### config.mk
export PLATFORM = sky130hd
export DESIGN_NAME = fibonacci_prime_factorizer_unit
export DESIGN_NICKNAME = d
export VERILOG_FILES = /design/src/sv/fpf_pkg.sv /design/src/sv/fibonacci_prime_factorizer_unit.sv /design/src/sv/fpf_div.sv /design/src/sv/fpf_dp.sv /design/src/sv/fpf_ctrl.sv
export SDC_FILE = /design/constraint.sdc
export NUM_CORES = 1
export LEC_CHECK = 0
export ABC_AREA = 1
export BUFFER_PORTS_ARGS = -buffer_cell sky130_fd_sc_hd__buf_4
export CORE_MARGIN = 2
export CORE_UTILIZATION = 25
export DETAILED_ROUTE_END_ITERATION = 16
export PLACE_DENSITY = 0.5
export SYNTH_ARGS = -nofsm -noshare
export SYNTH_HDL_FRONTEND = slang
export SYNTH_SLANG_ARGS = --single-unit
### constraint.sdc
create_clock -name clk -period 5.14 [get_ports clk]
set_input_delay 0 -clock clk [delete_from_list [all_inputs] [get_ports clk]]
set_output_delay 0 -clock clk [all_outputs]
set_load 0.05 [all_outputs]
### src/sv/fpf_pkg.sv
// Shared types and constants for the Fibonacci prime factorizer.
package fpf_pkg;

  localparam int unsigned IDX_W       = 10;
  localparam int unsigned IDX_MAX     = 1023;
  localparam int unsigned VAL_W       = 31;
  localparam int unsigned DIV_W       = 16;
  localparam int unsigned SQ_W        = 32;
  localparam int unsigned IN_TDATA_W  = 16;
  localparam int unsigned OUT_TDATA_W = 64;
  localparam int unsigned DIV_STEPS   = VAL_W;
  localparam int unsigned DCNT_W      = 5;

  typedef enum logic [2:0] {
    ST_IDLE,
    ST_FIB,
    ST_START,
    ST_CHECK,
    ST_DIV,
    ST_EMIT_FAC,
    ST_EMIT_REM,
    ST_EMIT_ZERO
  } state_t;

  typedef enum logic [1:0] {
    EMIT_FAC,
    EMIT_REM,
    EMIT_ZERO
  } emit_sel_t;

  typedef struct packed {
    logic      load;
    logic      fib_step;
    logic      fact_init;
    logic      div_start;
    logic      d_adv;
    logic      emit;
    emit_sel_t emit_sel;
  } ctrl_cmd_t;

  typedef struct packed {
    logic cnt_gt2;
    logic r_lt2;
    logic r_gt1;
    logic sq_gt_r;
    logic div_done;
    logic rem_zero;
    logic emit_ok;
  } dp_sts_t;

endpackage

### src/sv/fibonacci_prime_factorizer_unit.sv
// Top level of the Fibonacci prime factorizer.
//
// Each input word carries an index n; the unit forms F(n) mod 2^31 (F1 = F2 = 1,
// index 0 gives 0, indexes above MAX_INDEX are clamped) and sends one output
// word per prime factor of that value in ascending order with repeats, tlast
// on the final one. A value of 0 or 1 yields a single word with factor 0.
// One index is in flight at a time; the next is accepted only after the final
// word of the previous one has been loaded into the output register. The
// recurrence does one add per cycle; trial division then tries 2, then odd
// divisors up to sqrt of the cofactor, every trial running through the
// shared bit-serial divider, and each emitted word waits for room in the
// output register.
module fibonacci_prime_factorizer_unit #(
  parameter int unsigned MAX_INDEX = 1023
) (
  input  logic                                clk,
  input  logic                                rst_n,
  input  logic                                in_tvalid,
  output logic                                in_tready,
  input  logic [fpf_pkg::IN_TDATA_W-1:0]      in_tdata,   // [9:0] index
  output logic                                out_tvalid,
  input  logic                                out_tready,
  output logic [fpf_pkg::OUT_TDATA_W-1:0]     out_tdata,  // [30:0] fib_value, [61:31] factor
  output logic                                out_tlast
);

  fpf_pkg::ctrl_cmd_t cmd;
  fpf_pkg::dp_sts_t   sts;

  // sequence the work: recurrence, trial division, emission
  fpf_ctrl u_ctrl (
    .clk       (clk),
    .rst_n     (rst_n),
    .in_tvalid (in_tvalid),
    .in_tready (in_tready),
    .sts       (sts),
    .cmd       (cmd)
  );

  // hold the terms, cofactor, divisor and the output word
  fpf_dp #(
    .MAX_INDEX (MAX_INDEX)
  ) u_dp (
    .clk        (clk),
    .rst_n      (rst_n),
    .in_tdata   (in_tdata),
    .cmd        (cmd),
    .sts        (sts),
    .out_tvalid (out_tvalid),
    .out_tready (out_tready),
    .out_tdata  (out_tdata),
    .out_tlast  (out_tlast)
  );

`ifndef SYNTHESIS
  // after taking an index the unit is not ready again in the next cycle
  a_busy_after_accept: assert property (@(posedge clk) disable iff (!rst_n)
    in_tvalid && in_tready |=> !in_tready)
    else $error("input accepted on consecutive cycles");

  // a zero factor only ever stands alone as the final word
  a_zero_is_last: assert property (@(posedge clk) disable iff (!rst_n)
    out_tvalid && (out_tdata[61:31] == '0) |-> out_tlast)
    else $error("zero factor on a non-final word");

  // every word that is not final carries a real factor
  a_factor_ge2: assert property (@(posedge clk) disable iff (!rst_n)
    out_tvalid && !out_tlast |-> (out_tdata[61:31] >= 31'd2))
    else $error("non-final word with factor below two");

  // divisions start only from the trial check, never in the same cycle as an emit or a load
  a_div_start_ok: assert property (@(posedge clk) disable iff (!rst_n)
    cmd.div_start |-> !cmd.emit && !cmd.load)
    else $error("divider started alongside another command");
`endif

endmodule

### src/sv/fpf_div.sv
// Iterative restoring divider: one quotient bit per cycle.
module fpf_div (
  input  logic                             clk,
  input  logic                             rst_n,
  input  logic                             start,
  input  logic [fpf_pkg::VAL_W-1:0]        dividend,
  input  logic [fpf_pkg::DIV_W-1:0]        divisor,
  output logic                             done,
  output logic [fpf_pkg::VAL_W-1:0]        quotient,
  output logic [fpf_pkg::DIV_W-1:0]        remainder
);

  localparam int unsigned VW = fpf_pkg::VAL_W;
  localparam int unsigned DW = fpf_pkg::DIV_W;
  localparam int unsigned CW = fpf_pkg::DCNT_W;
  localparam logic [CW-1:0] LAST_STEP = CW'(fpf_pkg::DIV_STEPS - 1);

  logic          busy_r, busy_nxt;
  logic          done_r, done_nxt;
  logic [CW-1:0] cnt_r, cnt_nxt;
  logic [VW-1:0] quo_r, quo_nxt;
  logic [DW-1:0] rem_r, rem_nxt;
  logic [DW:0]   trial;
  logic          ge;

  assign trial = {rem_r, quo_r[VW-1]};
  assign ge    = trial >= {1'b0, divisor};

  always_comb begin
    busy_nxt = busy_r;
    done_nxt = done_r;
    cnt_nxt  = cnt_r;
    quo_nxt  = quo_r;
    rem_nxt  = rem_r;
    if (start) begin
      busy_nxt = 1'b1;
      done_nxt = 1'b0;
      cnt_nxt  = '0;
      quo_nxt  = dividend;
      rem_nxt  = '0;
    end else if (busy_r) begin
      // shift in the next dividend bit, subtract when it fits
      quo_nxt = {quo_r[VW-2:0], ge};
      rem_nxt = ge ? DW'(trial - {1'b0, divisor}) : trial[DW-1:0];
      cnt_nxt = cnt_r + 1'b1;
      if (cnt_r == LAST_STEP) begin
        busy_nxt = 1'b0;
        done_nxt = 1'b1;
      end
    end
  end

  always_ff @(posedge clk) begin
    if (!rst_n) begin
      busy_r <= 1'b0;
      done_r <= 1'b0;
      cnt_r  <= '0;
    end else begin
      busy_r <= busy_nxt;
      done_r <= done_nxt;
      cnt_r  <= cnt_nxt;
    end
  end

  always_ff @(posedge clk) begin
    quo_r <= quo_nxt;
    rem_r <= rem_nxt;
  end

  assign done      = done_r;
  assign quotient  = quo_r;
  assign remainder = rem_r;

endmodule

### src/sv/fpf_dp.sv
// Datapath: Fibonacci recurrence, trial divisor, cofactor and output register.
module fpf_dp #(
  parameter int unsigned MAX_INDEX = 1023
) (
  input  logic                                clk,
  input  logic                                rst_n,
  input  logic [fpf_pkg::IN_TDATA_W-1:0]      in_tdata,
  input  fpf_pkg::ctrl_cmd_t                  cmd,
  output fpf_pkg::dp_sts_t                    sts,
  output logic                                out_tvalid,
  input  logic                                out_tready,
  output logic [fpf_pkg::OUT_TDATA_W-1:0]     out_tdata,
  output logic                                out_tlast
);

  localparam int unsigned IW = fpf_pkg::IDX_W;
  localparam int unsigned VW = fpf_pkg::VAL_W;
  localparam int unsigned DW = fpf_pkg::DIV_W;
  localparam int unsigned SW = fpf_pkg::SQ_W;
  localparam int unsigned OW = fpf_pkg::OUT_TDATA_W;
  localparam int unsigned IDX_CAP =
    (MAX_INDEX > fpf_pkg::IDX_MAX) ? fpf_pkg::IDX_MAX : MAX_INDEX;
  localparam logic [IW-1:0] CAP = IW'(IDX_CAP);

  logic [IW-1:0] idx, n_sat;
  logic [IW-1:0] cnt_r;
  logic          zero_r;
  logic [VW-1:0] a_r, b_r, r_r, fib_r;
  logic [DW-1:0] d_r;
  logic [SW-1:0] sq_r;
  logic          out_valid_r;
  logic [VW-1:0] out_fib_r, out_fac_r;
  logic          out_last_r;
  logic          emit_ok;
  logic          div_done;
  logic [VW-1:0] div_quo;
  logic [DW-1:0] div_rem;
  logic [VW-1:0] fib_val;

  assign idx     = in_tdata[IW-1:0];
  assign n_sat   = (idx > CAP) ? CAP : idx;
  assign fib_val = zero_r ? '0 : b_r;
  assign emit_ok = !out_valid_r || out_tready;

  fpf_div u_div (
    .clk       (clk),
    .rst_n     (rst_n),
    .start     (cmd.div_start),
    .dividend  (r_r),
    .divisor   (d_r),
    .done      (div_done),
    .quotient  (div_quo),
    .remainder (div_rem)
  );

  always_ff @(posedge clk) begin
    if (cmd.load) begin
      cnt_r  <= n_sat;
      zero_r <= (n_sat == '0);
      a_r    <= VW'(1);
      b_r    <= VW'(1);
    end else if (cmd.fib_step) begin
      a_r   <= b_r;
      b_r   <= a_r + b_r;
      cnt_r <= cnt_r - 1'b1;
    end
    if (cmd.fact_init) begin
      fib_r <= fib_val;
      r_r   <= fib_val;
      d_r   <= DW'(2);
      sq_r  <= SW'(4);
    end else if (cmd.d_adv) begin
      // after 2 only odd divisors; keep the square in step
      if (d_r == DW'(2)) begin
        d_r  <= DW'(3);
        sq_r <= SW'(9);
      end else begin
        d_r  <= d_r + DW'(2);
        sq_r <= sq_r + {{(SW-DW-2){1'b0}}, d_r, 2'b00} + SW'(4);
      end
    end else if (cmd.emit && cmd.emit_sel == fpf_pkg::EMIT_FAC) begin
      r_r <= div_quo;
    end
  end

  always_ff @(posedge clk) begin
    if (!rst_n) begin
      out_valid_r <= 1'b0;
    end else if (cmd.emit) begin
      out_valid_r <= 1'b1;
    end else if (out_tready) begin
      out_valid_r <= 1'b0;
    end
  end

  always_ff @(posedge clk) begin
    if (cmd.emit) begin
      out_fib_r <= fib_r;
      case (cmd.emit_sel)
        fpf_pkg::EMIT_FAC: begin
          out_fac_r  <= VW'(d_r);
          out_last_r <= (div_quo == VW'(1));
        end
        fpf_pkg::EMIT_REM: begin
          out_fac_r  <= r_r;
          out_last_r <= 1'b1;
        end
        default: begin
          out_fac_r  <= '0;
          out_last_r <= 1'b1;
        end
      endcase
    end
  end

  assign sts.cnt_gt2  = cnt_r > IW'(2);
  assign sts.r_lt2    = r_r < VW'(2);
  assign sts.r_gt1    = r_r > VW'(1);
  assign sts.sq_gt_r  = sq_r > {1'b0, r_r};
  assign sts.div_done = div_done;
  assign sts.rem_zero = (div_rem == '0);
  assign sts.emit_ok  = emit_ok;

  assign out_tvalid = out_valid_r;
  assign out_tdata  = {{(OW-2*VW){1'b0}}, out_fac_r, out_fib_r};
  assign out_tlast  = out_last_r;

endmodule

### src/sv/fpf_ctrl.sv
// Controller: sequences the recurrence, the trial divisions and the word emission.
module fpf_ctrl (
  input  logic               clk,
  input  logic               rst_n,
  input  logic               in_tvalid,
  output logic               in_tready,
  input  fpf_pkg::dp_sts_t   sts,
  output fpf_pkg::ctrl_cmd_t cmd
);

  fpf_pkg::state_t state_r, state_nxt;

  always_ff @(posedge clk) begin
    if (!rst_n) begin
      state_r <= fpf_pkg::ST_IDLE;
    end else begin
      state_r <= state_nxt;
    end
  end

  always_comb begin
    state_nxt    = state_r;
    in_tready    = 1'b0;
    cmd          = '0;
    cmd.emit_sel = fpf_pkg::EMIT_FAC;
    unique case (state_r)
      fpf_pkg::ST_IDLE: begin
        in_tready = 1'b1;
        if (in_tvalid) begin
          cmd.load  = 1'b1;
          state_nxt = fpf_pkg::ST_FIB;
        end
      end
      fpf_pkg::ST_FIB: begin
        if (sts.cnt_gt2) begin
          cmd.fib_step = 1'b1;
        end else begin
          cmd.fact_init = 1'b1;
          state_nxt     = fpf_pkg::ST_START;
        end
      end
      fpf_pkg::ST_START: begin
        state_nxt = sts.r_lt2 ? fpf_pkg::ST_EMIT_ZERO : fpf_pkg::ST_CHECK;
      end
      fpf_pkg::ST_CHECK: begin
        if (sts.sq_gt_r) begin
          state_nxt = sts.r_gt1 ? fpf_pkg::ST_EMIT_REM : fpf_pkg::ST_IDLE;
        end else begin
          cmd.div_start = 1'b1;
          state_nxt     = fpf_pkg::ST_DIV;
        end
      end
      fpf_pkg::ST_DIV: begin
        if (sts.div_done) begin
          if (sts.rem_zero) begin
            state_nxt = fpf_pkg::ST_EMIT_FAC;
          end else begin
            cmd.d_adv = 1'b1;
            state_nxt = fpf_pkg::ST_CHECK;
          end
        end
      end
      fpf_pkg::ST_EMIT_FAC: begin
        if (sts.emit_ok) begin
          cmd.emit  = 1'b1;
          state_nxt = fpf_pkg::ST_CHECK;
        end
      end
      fpf_pkg::ST_EMIT_REM: begin
        cmd.emit_sel = fpf_pkg::EMIT_REM;
        if (sts.emit_ok) begin
          cmd.emit  = 1'b1;
          state_nxt = fpf_pkg::ST_IDLE;
        end
      end
      fpf_pkg::ST_EMIT_ZERO: begin
        cmd.emit_sel = fpf_pkg::EMIT_ZERO;
        if (sts.emit_ok) begin
          cmd.emit  = 1'b1;
          state_nxt = fpf_pkg::ST_IDLE;
        end
      end
      default: begin
        state_nxt = fpf_pkg::ST_IDLE;
      end
    endcase
  end

endmodule
Word-level counts from Yosys, hierarchy flattened
Cells that the tools add are included.

storage, ports and cells
  register bits = 304
  latch bits = 0
  memory bits (writable) = 0
  ROM bits = 0
  input bits = 20
  output and inout bits = 67
  word-level logic and storage cells = 108
  memories kept = 0

operators by class
  add/subtract/negate cells = 7
  multiply operators = 0
  div/mod/pow operators = 0
  order comparisons = 6
  equality and inequality tests = 17
  shift-type cells = 0
  multiplexer cells = 42
  bitwise logic cells = 1
  reductions and logical operators = 17

operator list
  cell                     number
  $mux W31                 6
  $pmux W31 S2             1
  $add A32 B18 Y32         1
  $add A32 B3 Y32 const B  1
  $gt A32 B31 Y1           1
  $mux W16                 2
  $mux W32                 1
  $add A31 B31 Y31         1
  $eq A31 B1 Y1 const B    1
  $gt A31 B1 Y1 const B    1
  $lt A31 B2 Y1 const B    1
  $mux W10                 3
  $mux W3                  9
  $pmux W3 S7              1
  $ge A17 B16 Y1           1
  $mux W1                  17
  $add A16 B2 Y16 const B  1
  $eq A16 B2 Y1 const B    1
  $logic_not A16 Y1        1
  $sub A16 B16 Y16         1
  $eq A3 B3 Y1 const B     4
  $gt A10 B10 Y1 const B   1
  $gt A10 B2 Y1 const B    1
  $logic_not A10 Y1        1
  21 further kinds         31

Logic depth before layout (Yosys ltp)
Gate-level depths: netlist of run 1.

  word-level depth = 8
  gate-level depth with buffers = 18
  depth with buffers taken out = 18

Modules after synthesis
A second synthesis of run 1 with hierarchy kept.

unflattened totals
  cells, all modules = 2296
  area, all modules = 17510.5 sq um

modules (own cells, without submodules)
  module    instances  cells each  area each (sq um)  sequential area each (sq um)
  fpf_dp    1          1746        13601.8            6266.0
  fpf_div   1          491         3595.9             1391.3
  fpf_ctrl  1          59          312.8              60.1

Least setup slack after synthesis of run 1
No wires, ideal clock.

  path type = register to register
  start = reg u_dp.out_valid_r, in the netlist u_dp.out_tvalid
  end = reg u_dp.r_r[0] (enable)
  setup time = 0.388 ns
  arrival time = 4.335 ns
  required time = 4.752 ns
  path slack = 0.417 ns
  cell stages (with the launch flop) = 7
  path buffers = 0
  period minus slack after synthesis = 4.723 ns
  cells stage by stage = dfxtp_1 -> inv_1 -> or2_2 -> inv_1 -> nor2_1 -> nand2_1 -> nand2_1

RTL lines
  element                 line          RTL
  start, declared         fpf_dp.sv:31  logic out_valid_r;
  start signal, assigned  fpf_dp.sv:88  out_valid_r <= 1'b0;
  start signal, assigned  fpf_dp.sv:90  out_valid_r <= 1'b1;
  start signal, assigned  fpf_dp.sv:92  out_valid_r <= 1'b0;
  end signal, assigned    fpf_dp.sv:69  r_r <= fib_val;
  end signal, assigned    fpf_dp.sv:82  r_r <= div_quo;
  end, declared           fpf_dp.sv:28  logic [VW-1:0] a_r, b_r, r_r, fib_r;

Worst setup path in the final report of run 1
  start = reg u_dp.cnt_r[0]
  end = reg u_dp.r_r[1] (enable)

on the way
  cells in the longest elaborated chain, start to end = 5
  elaborated cells between the ends (all ways) = 6
  classes of those cells = order compare: 1; eq/ne: 1; mux: 2; reduce/logical: 2

RTL lines
  element                                                                     line            RTL
  start, declared                                                             fpf_dp.sv:26    logic [IW-1:0] cnt_r;
  start signal, assigned                                                      fpf_dp.sv:58    cnt_r <= n_sat;
  start signal, assigned                                                      fpf_dp.sv:65    cnt_r <= cnt_r - 1'b1;
  $gt A10 B2 Y1 *                                                             fpf_dp.sv:116   assign sts.cnt_gt2 = cnt_r > IW'(2);
  $mux W1 *                                                                   fpf_ctrl.sv:35  if (sts.cnt_gt2) begin
  $mux W2 *                                                                   fpf_ctrl.sv:26  unique case (state_r)
  $ne A2 B1 Y1 (no source line) / $reduce_bool A2 Y1 (equally long branches)  n/a
  $reduce_and A2 Y1 (no source line) *                                        n/a

Mark *: on every way between the ends. The rest lies on a longest branch, timed or not.
A chain may end at the register's enable or synchronous reset.

==> run metrics, run 1 <==
family of cells with the greatest summed delay on the critical path simple AND/OR/NAND/NOR gates; initial detailed-routing violation count 797; Most used DFF post-synth edfxtp_1; largest clock skew in the final design 0.0274 ns; endpoint arrival time on the critical path 3.43 ns; cell at the root of the clock tree clkbuf_16; Top cell by count, worst path nor2_1; total routed wirelength 50,000 um; final number of setup-violating endpoints 0; Top-Level Pins 87; ordered list of cells on the worst path inv_1 > ha_1 > nor2_1 > nor2_1 > nand4_1 > nor2_4 > inv_2 > nand2_1 > buf_4; initial antenna violation count 1; Internal Pwr Total 5.80 mW; Sw Ratio 39.6%; total clock buffers created by CTS 37; Core Area 67,200 um2; RSZ-0062 raised after global routing no; final standard cell area without fillers 19,800 um2; Placed Area 18,400 um2; net switching power figure 3.81 mW; maximum clock frequency 309 MHz; required time of the worst setup path 5.34 ns; launching element type of the critical path register; global-route usage over all layers 14.3%; post-route DRC violation count 0; final hold vios 0; via count 14,300; part of the total power dissipated in sequential elements 34.4%; worst IR drop on VDD 0.212 mV; slowest cell on the critical path nor2_4; Clock transition at path regs 0.06 ns; power per cell area 486 nW/um2; max-capacitance violation count 0; Post-CTS Resized 0; most frequent cell after synthesis nand2_1; portion of total power attributed to the clock network 27.9%; share of layout cells above drive strength 1 9.46%; number of routed nets with antenna violations 0; initial core utilization 25.2%; Diodes inserted 0; full die area 69,900 um2; power share of the combinational group 37.7%; proportion of register bits with asynchronous set or reset after synthesis 0%; maximum fanout encountered on the critical timing path 31; vias per std cell 4.65; wire length per cell 16.2 um; Worst Setup Path Type register to register; Final Max Slew Viols 0; share of the cycle needed by the critical path after routing 62.9%; Worst path max stage delay 0.76 ns; number of buffer and inverter stages on the critical path 3; post-synthesis average cell area 8.09 um2; std cell rows 95; hpwl dp 36,800 um; number of distinct library cell variants in the gate-level netlist after synthesis 54; number of buffers added to fix hold violations after cts 14; vias in the first global route 14,500; Routability Congestion 0.922; Die Span Y 264 um; min-delay worst type primary input to register; number of instances in the synthesized netlist 2,096; #FFs+latches synth 302; Post-layout nets 2,316; cell types with the largest area share after synthesis edfxtp_1 (30%), dfxtp_1 (16%), nand2_1 (11%), ha_1 (8.3%), a21oi_1 (5.5%); kind of capture point of the worst setup path register; largest net degree at the start of global routing 77; ranking of synthesized cells by instance count nand2_1 (515), inv_1 (227), nor2_1 (196); Final Critical Period 3.23 ns; TritonCTS clock tree built; total grt overflow 0; Synth top area share 29.6%; run status completed; area grow syn2layout 16.7%; cell area after synthesis 16,900 um2; Die Width 264 um; number of enable flip-flop cells after synthesis 167; proportion of synthesized chip area in sequential cells 45.5%; global-route wire length before repair 79,200 um; Relative slew margins 24.2%; H-tree levels 2; buffer count from post-CTS setup fixing 0; Total Neg Setup Slack 0 ns; number of iterations in the first detailed-routing pass 5; Clock Sink Count 302; latest clock arrival within the worst-skew pair 0.56 ns; library cell occupying the most area in the post-synthesis netlist edfxtp_1; number of warning messages in the yosys log 0; slew of the pin with the lowest slew margin 1.13 ns; # port buffers 78; CTS Buffer Depth 3; Static Leak 8.64 nW
-- flip-flops by register name, summed over array words and instances (netlist names) --
signal                cells
u_dp.sq_r                31
u_dp.u_div.cnt_r          5
u_dp.r_r                 31
u_dp.u_div.done           1
u_dp.u_div.remainder     16
u_dp.out_fib_r           31
u_dp.d_r                 15
u_dp.a_r                 31
u_dp.out_tlast            1
u_ctrl.state_r            3
u_dp.out_tvalid           1
u_dp.b_r                 31
u_dp.u_div.busy_r         1
u_dp.zero_r               1
u_dp.u_div.quotient      31
u_dp.out_fac_r           31
u_dp.cnt_r               10
u_dp.fib_r               31
-- metal layers --
layer / wire (um) / share of wire [%] / track usage [%]
met1: 22500 / 45 / 18.1
met2: 23600 / 47 / 24.5
met3: 2250 / 4.5 / 2.23
met4: 1610 / 3.2 / 5.44
met5: 0 / 0 / 0
-- path summary, 6_finish.rpt --
| check | slack (ns) | startpoint | to | cells after the start |
|---|---|---|---|---|
| hold reg to reg | 0.42 | u_dp.fib_r[26]$_DFFE_PP_ | u_dp.out_fib_r[26]$_DFFE_PP_ | 0 |
| setup reg to reg | 1.91 | u_dp.cnt_r[0]$_DFFE_PP_ | u_dp.r_r[1]$_DFFE_PP_ | 9 |
| hold / removal | 0.29 | rst_n | u_ctrl.state_r[1]$_SDFFE_PN0P_ | 4 |
| setup / recovery | 1.91 | u_dp.cnt_r[0]$_DFFE_PP_ | u_dp.r_r[1]$_DFFE_PP_ | 9 |
-- worst reg2reg max path, cell delays in order (launching register included) --
cell	delay (ns)
edfxtp_1	0.39
inv_1	0.11
ha_1	0.15
nor2_1	0.04
nor2_1	0.07
nand4_1	0.28
nor2_4	0.76
inv_2	0.51
nand2_1	0.16
buf_4	0.39
-- layout by cell type (no fill, tap or decap), drive strengths merged, types with 7 or more instances in the layout --
cell type,netlist,routed
clkbuf,21,51
buf,39,90
dfxtp,135,135
or2,19,19
xnor2,12,12
inv,239,243
o21ai,158,158
nor4,14,14
a21o,8,8
ha,113,113
nand4,28,28
xor2,26,26
o211ai,7,7
edfxtp,167,167
nand2,523,523
dlygate4sd3,0,14
nand3,121,121
o22ai,19,19
nor3,24,24
a21oi,190,190
nand3b,9,9
nor2,199,199
-- power groups by stage --
stage,Clock [mW],Combinational (mW),Sequential (mW)
finish,2.68,3.63,3.30
global route,2.88,4.15,3.35
CTS,2.79,3.65,3.30
detailed placement,0,3.62,3.34
global placement,0,3.58,3.33
floorplan,0,2.75,3.31
-- layout make-up --
| class | instances | area (um2) |
|---|---|---|
| fill | 7158 | 47400 |
| multi-input combinational | 1496 | 8010 |
| sequential | 302 | 7720 |
| tap | 873 | 1090 |
| clock buffer | 51 | 1040 |
| inverter | 239 | 900 |
| timing repair buffer | 104 | 816 |
| clock inverter | 17 | 198 |
-- logic make-up after synthesis --
group                    share of synthesized area, %
buffers and inverters                            7.29
XOR/XNOR                                         1.96
AND/OR/NAND/NOR                                  23.6
adder cells (fa/ha/maj)                          8.70
flip-flops                                       45.5
other                                          0.0221
AO/OA/AOI/OAI                                    12.9
-- through the flow --
step	utilization, %	total power [mW]	hold WS [ns]	setup slack, ns	std cells
global placement	27.4	6.91	0.282	1.82	3000
floorplan	-	6.06	0.138	0.417	2097
CTS	29.4	9.74	0.255	1.82	3082
detailed placement	27.4	6.96	0.293	1.82	3000
finish	29.4	9.61	0.295	1.91	3082
global route	29.4	10.4	0.284	1.56	3082
No activity file was read; power rests on OpenSTA's default activity.
==> run 2, diff against run 1 <==
- ABC_AREA: 1 -> 0
- PLACE_DENSITY: 0.5 -> 0.52
- clock period: 5.14 -> 2.75 ns (I/O delays scaled with it)
==> run 2 against run 1 <==
Against the previous run: the run now ends with negative setup slack left; synthesized area decreased by 5.8%; clock skew decreased by 0.0016 ns; final cell count decreased by 12%; worst hold slack got worse by 0.025 ns; global-route usage decreased by 1.4 points.
==> run metrics, run 2 <==
Static Leak 8.45 nW; cell at the root of the clock tree clkbuf_16; most frequent cell after synthesis edfxtp_1; area grow syn2layout 33.1%; family of cells with the greatest summed delay on the critical path compound AO/OA/AOI/OAI gates; number of buffer and inverter stages on the critical path 4; maximum clock frequency 351 MHz; share of the synthesized area in compound gates (AO/OA/AOI/OAI) 13.5%; full die area 65,900 um2; global-route usage over all layers 12.9%; Top cell by count, worst path a21o_1; wire length per cell 16.5 um; largest clock skew in the final design 0.0259 ns; main combinational cell family by area after synthesis simple AND/OR/NAND/NOR gates; Most used DFF post-synth edfxtp_1; Die Span Y 257 um; run status complete, but fails checks; slew of the pin with the lowest slew margin 0.679 ns; ranking of synthesized cells by instance count edfxtp_1 (167), nand2_1 (156), dfxtp_1 (135); power per cell area 511 nW/um2; CTS Buffer Depth 3; Worst path max stage delay 0.41 ns; Diodes inserted 0; Relative slew margins 54.6%; Core Area 63,100 um2; Synth top area share 31.4%; total routed wirelength 44,700 um; slowest cell on the critical path edfxtp_1; mux cell area share after synthesis 5.32%; number of enable flip-flop cells after synthesis 167; commonest cells after routing, fill and taps aside buf_4 (264), edfxtp_1 (167), nand2_1 (154); vias per std cell 4.65; TritonCTS clock tree built; latest clock arrival within the worst-skew pair 0.56 ns; std cell rows 92; total clock buffers created by CTS 37; initial antenna violation count 0; kind of capture point of the worst setup path register; Post-layout nets 1,971; required time of the worst setup path 3.05 ns; total grt overflow 0; initial core utilization 25.3%; largest net degree at the start of global routing 44; vias in the first global route 12,200; number of warning messages in the yosys log 0; ordered list of cells on the worst path inv_2 > ha_4 > a21o_1 > a21o_1 > a21oi_2 > o311ai_2 > o21bai_1 > a21boi_1 > o21a_2 > nor3_4 > buf_6 > buf_12 > buf_16 > mux2_4; min-delay worst type primary input to register; share of the cycle needed by the critical path after routing 103%; Top-Level Pins 87; Clock Sink Count 302; Post-Route Hold Slack 0.269 ns; proportion of synthesized chip area in sequential cells 48.3%; Clock transition at path regs 0.06 ns; global-route wire length before repair 68,200 um; Die Width 257 um; Routability Congestion 0.849; Final Max Slew Viols 0; number of routed nets with antenna violations 0; number of iterations in the first detailed-routing pass 5; H-tree levels 2; maximum fanout encountered on the critical timing path 8; #FFs+latches synth 302; least setup slack across all paths after layout -0.0954 ns; max-capacitance violation count 0; total of fill cells in the finished design 6,443; number of instances in the synthesized netlist 1,561; post-route DRC violation count 0; number of distinct library cell variants in the gate-level netlist after synthesis 74; proportion of register bits with asynchronous set or reset after synthesis 0%; violations in the final reports negative setup slack; share of layout cells above drive strength 1 27.7%; final hold vios 0; basic-gate share of the synthesized area counting and, or, nand and nor cells 15.6%; final number of setup-violating endpoints 24; Final Critical Period 2.85 ns; area of all sequential standard cells 7740 um2; Worst Setup Path Type register to register; via count 12,600; cell types with the largest area share after synthesis edfxtp_1 (31%), dfxtp_1 (17%), ha_1 (8.9%), nand2_1 (3.7%), a21oi_1 (3.3%); RSZ-0062 raised after global routing yes; launching element type of the critical path register; worst IR drop on VDD 0.302 mV; initial detailed-routing violation count 763; hpwl dp 31,700 um; placement-stage worst setup slack -0.154 ns; # port buffers 78; most frequent standard cell in the layout excluding fill and tap cells buf_4; cell area after synthesis 16,000 um2; post-synthesis average cell area 10.2 um2; Multi-input gate area 8380 um2; Synth Area in XOR/XNOR 4.17%; Adder-Cell Fraction of Synth Area 9.23%; library cell occupying the most area in the post-synthesis netlist edfxtp_1; endpoint arrival time on the critical path 3.14 ns
-- run 2: cell count changes in the layout (fill, tap and decap cells not counted), sizes merged, moves of 19 or more --
| cell | previous run | this run |
|---|---|---|
| nand2 | 523 | 156 |
| buf | 90 | 284 |
| inv | 243 | 80 |
| o21ai | 158 | 48 |
| nand3 | 121 | 29 |
| a21oi | 190 | 106 |
| nor2 | 199 | 119 |
| mux2 | 0 | 63 |
| nor2b | 0 | 39 |
| xnor2 | 12 | 49 |
| a21o | 8 | 38 |
| nor3 | 24 | 43 |
-- run 2: worst register-to-register path, stage by stage (launching register included) --
cell	delay (ns)
edfxtp_1	0.41
inv_2	0.11
ha_4	0.20
a21o_1	0.15
a21o_1	0.16
a21oi_2	0.16
o311ai_2	0.11
o21bai_1	0.13
a21boi_1	0.07
o21a_2	0.23
nor3_4	0.14
buf_6	0.16
buf_12	0.11
buf_16	0.13
mux2_4	0.30
-- run 2: final cells by class --
type	count	area share, %
clock inverter	18	0.936
timing repair buffer	301	12.0
clock buffer	50	4.88
tap	846	4.98
sequential	302	36.4
multi-input combinational	1115	39.4
inverter	78	1.41
-- run 2: what timing repair did --
| action | CTS | global route |
|---|---|---|
| gates cloned | 2 | 5 |
| gates resized for setup | 57 | 110 |
| hold buffers | 14 | 0 |
| endpoints found under the hold margin | 22 | 0 |
| endpoints found under the setup margin | 67 | 186 |
| pin swaps | 17 | 62 |
| buffers inserted | 13 | 16 |
-- run 2: where the power goes --
group | switching, mW | internal (mW) | total, mW
logic | 0.516 | 0.412 | 0.928
clock network | 1.98 | 3.03 | 5.01
registers | 0.0799 | 4.83 | 4.91
-- run 2: final timing paths --
path                                               start                                to  slack, ns  cells past startpoint
worst max-delay path               u_dp.r_r[5]$_DFFE_PP_  u_dp.u_div.quotient[5]$_DFFE_PP_       -0.1                     14
worst min-delay path                         in_tdata[3]           u_dp.cnt_r[3]$_DFFE_PP_       0.27                      4
worst min register to register  u_dp.fib_r[27]$_DFFE_PP_      u_dp.out_fib_r[27]$_DFFE_PP_       0.41                      0
worst max register to register     u_dp.r_r[5]$_DFFE_PP_  u_dp.u_div.quotient[5]$_DFFE_PP_       -0.1                     14
-- run 2: stage by stage --
step	cell area (um2)	power, mW	utilization, %	setup TNS (ns)	cells
6_report	21300	10.9	33.7	-1.60	2710
5_1_grt	21300	11.3	33.7	-12.30	2710
4_1_cts	20500	10.9	32.5	-0.882	2689
3_5_place_dp	18700	5.81	29.7	-4.61	2592
3_3_place_gp	18700	5.79	29.7	-3.10	2592
2_1_floorplan	16000	5.50	-	-0.145	1562
-- run 2: kinds of logic (layout without fill, tap and decap cells) --
group,after synthesis,after routing
buffers and inverters,146,447
other,1,2
AND/OR/NAND/NOR,513,514
multiplexers,77,77
AO/OA/AOI/OAI,330,330
flip-flops,302,302
adder cells (fa/ha/maj),116,116
XOR/XNOR,76,76
-- run 2: routing by layer --
metal	wire, um	up-vias	global-route usage, %
met5	0	-	0
li1	-	6246	-
met1	21000	6066	17.8
met3	1970	57	2.34
met4	852	0	3.50
met2	20900	246	20.8
==> run 3, diff against run 2 <==
- ABC_AREA: 0 -> 1
==> run 3 against run 2 <==
Against the previous run: the run now ends clean; register-to-register slack better by 0.32 ns; via count up 14%; global-route usage up 1.4 points; sequential share of layout area up 1.9 points; non-clock buffer count down 164; first-iteration DRC count up 20%; power up 68%; die area up 6.0%; clock-buffer cell count down 1; sequential power up 26%; setup slack better by 0.32 ns; critical endpoint is now u_dp.sq_r[15]$_SDFFE_PP0P_.
==> run metrics, run 3 (synthesis gave the netlist of run 1 again) <==
final standard cell area without fillers 20,100 um2; portion of total power attributed to the clock network 27.8%; Diodes inserted 0; Die Span Y 264 um; worst IR drop on VDD 0.414 mV; maximum clock frequency 396 MHz; post-route DRC violation count 0; final number of setup-violating endpoints 0; latest clock arrival within the worst-skew pair 0.56 ns; final hold vios 0; net switching power figure 7.21 mW; power per cell area 908 nW/um2; Placed Area 18,700 um2; Sw Ratio 39.5%; run status completed; Total Neg Setup Slack 0 ns; largest clock skew in the final design 0.0209 ns; cell at the root of the clock tree clkbuf_16; number of iterations in the first detailed-routing pass 5; launching element type of the critical path register; hpwl dp 38,100 um; Final Critical Period 2.52 ns; Static Leak 8.83 nW; wire length per cell 16.1 um; kind of capture point of the worst setup path register; Relative slew margins 52.9%; full die area 69,900 um2; min-delay worst type primary input to register; total routed wirelength 50,100 um; total clock buffers created by CTS 38; Internal Pwr Total 11.1 mW; commonest cells after routing, fill and taps aside nand2_1 (514), inv_1 (227), nor2_1 (193); PnR Total Power 18.3 mW; largest net degree at the start of global routing 95; number of routed nets with antenna violations 0; Routability Congestion 0.947; slew of the pin with the lowest slew margin 0.705 ns; global-route usage over all layers 14.3%; most frequent standard cell in the layout excluding fill and tap cells nand2_1; max-capacitance violation count 0; global-route wire length before repair 79,000 um; Post-layout nets 2,350; part of the total power dissipated in sequential elements 33.9%; power share of the combinational group 38.3%; RSZ-0062 raised after global routing no; # port buffers 78; Core Area 67,200 um2; initial antenna violation count 1; via count 14,400; total grt overflow 0; share of layout cells above drive strength 1 11.0%; maximum fanout encountered on the critical timing path 5; initial detailed-routing violation count 917; initial core utilization 25.2%; TritonCTS clock tree built; H-tree levels 2; vias per std cell 4.61; required time of the worst setup path 3.24 ns; Clock transition at path regs 0.06 ns; vias in the first global route 14,400; Top-Level Pins 87; Final Max Slew Viols 0; Worst Setup Path Type register to register; std cell rows 95; Die Width 264 um; endpoint arrival time on the critical path 3.01 ns; area grow syn2layout 18.8%; CTS Buffer Depth 3; Clock Sink Count 302; share of the cycle needed by the critical path after routing 91.8%
[run 3: changes by cell type in the layout (fill, tap and decap cells not counted), sizes merged, moves of 18 or more]
cell,change
nand2,+367
inv,+162
buf,-160
o21ai,+110
nand3,+92
a21oi,+84
nor2,+80
mux2,-63
nor2b,-39
xnor2,-37
a21o,-30
nor3,-19
a211oi,-18
o22ai,+18
[run 3: layer usage]
| metal | vias up | GRT usage [%] | routed length, um | part of all wire, % |
|---|---|---|---|---|
| met1 | 6724 | 18.5 | 22900 | 46 |
| met2 | 281 | 24.3 | 23400 | 47 |
| met3 | 86 | 1.97 | 2170 | 4.3 |
| met4 | 0 | 5.21 | 1510 | 3.0 |
| met5 | - | 0 | 0 | 0 |
| li1 | 7285 | - | - | - |
[run 3: repair_timing]
item                                   CTS  global route
setup endpoints to repair                0             3
setup buffers                            0             0
resized for setup                        0             1
hold buffers                            13             0
endpoints found under the hold margin   22             0
[run 3: worst max-delay path, cell delays in order, from the launching register on]
cell and delay, ns:
dfxtp_1 0.49, ha_1 0.29, ha_1 0.24, fa_1 0.47, nand3_1 0.11, nand2_1 0.09
nand2_1 0.08, nand2_1 0.11, a21oi_1 0.23, or2_2 0.15, nand3_1 0.06, a21oi_1 0.14
[run 3: stage by stage]
stage	utilization (%)	hold slack, ns	instances	setup slack, ns
6_report	30.0	0.0662	3117	0.227
3_3_place_gp	27.9	0.282	3034	0.256
3_5_place_dp	27.9	0.291	3034	0.149
4_1_cts	30.0	0.0217	3117	0.145
5_1_grt	30.0	0.0768	3117	0.0169
2_1_floorplan	-	0.138	2097	0.0530
[run 3: power by group through the flow]
stage / registers, mW / clock network (mW) / logic [mW]
floorplan: 6.18 / 0 / 5.15
global placement: 6.25 / 0 / 6.88
detailed placement: 6.27 / 0 / 6.96
CTS: 6.19 / 5.25 / 7.02
global route: 6.28 / 5.42 / 7.95
finish: 6.19 / 5.09 / 7.00
[run 3: area by class of cell]
type | count | area [um2]
Clock buffer | 49 | 1010
Multi-Input combinational cell | 1496 | 8020
Timing Repair Buffer | 137 | 1140
Sequential cell | 302 | 7720
Clock inverter | 21 | 249
Tap cell | 873 | 1090
Inverter | 239 | 900
Fill cell | 7058 | 47000
[run 3: path summary, 6_finish.rpt]
kind | cells past startpoint | startpoint | endpoint | slack [ns]
setup / recovery | 11 | u_dp.d_r[1]$_SDFFE_PP1P_ | u_dp.sq_r[15]$_SDFFE_PP0P_ | 0.23
hold / removal | 5 | in_tvalid | u_ctrl.state_r[0]$_SDFFE_PN0P_ | 0.07
setup reg to reg | 11 | u_dp.d_r[1]$_SDFFE_PP1P_ | u_dp.sq_r[15]$_SDFFE_PP0P_ | 0.23
hold reg to reg | 0 | u_dp.fib_r[7]$_DFFE_PP_ | u_dp.out_fib_r[7]$_DFFE_PP_ | 0.42
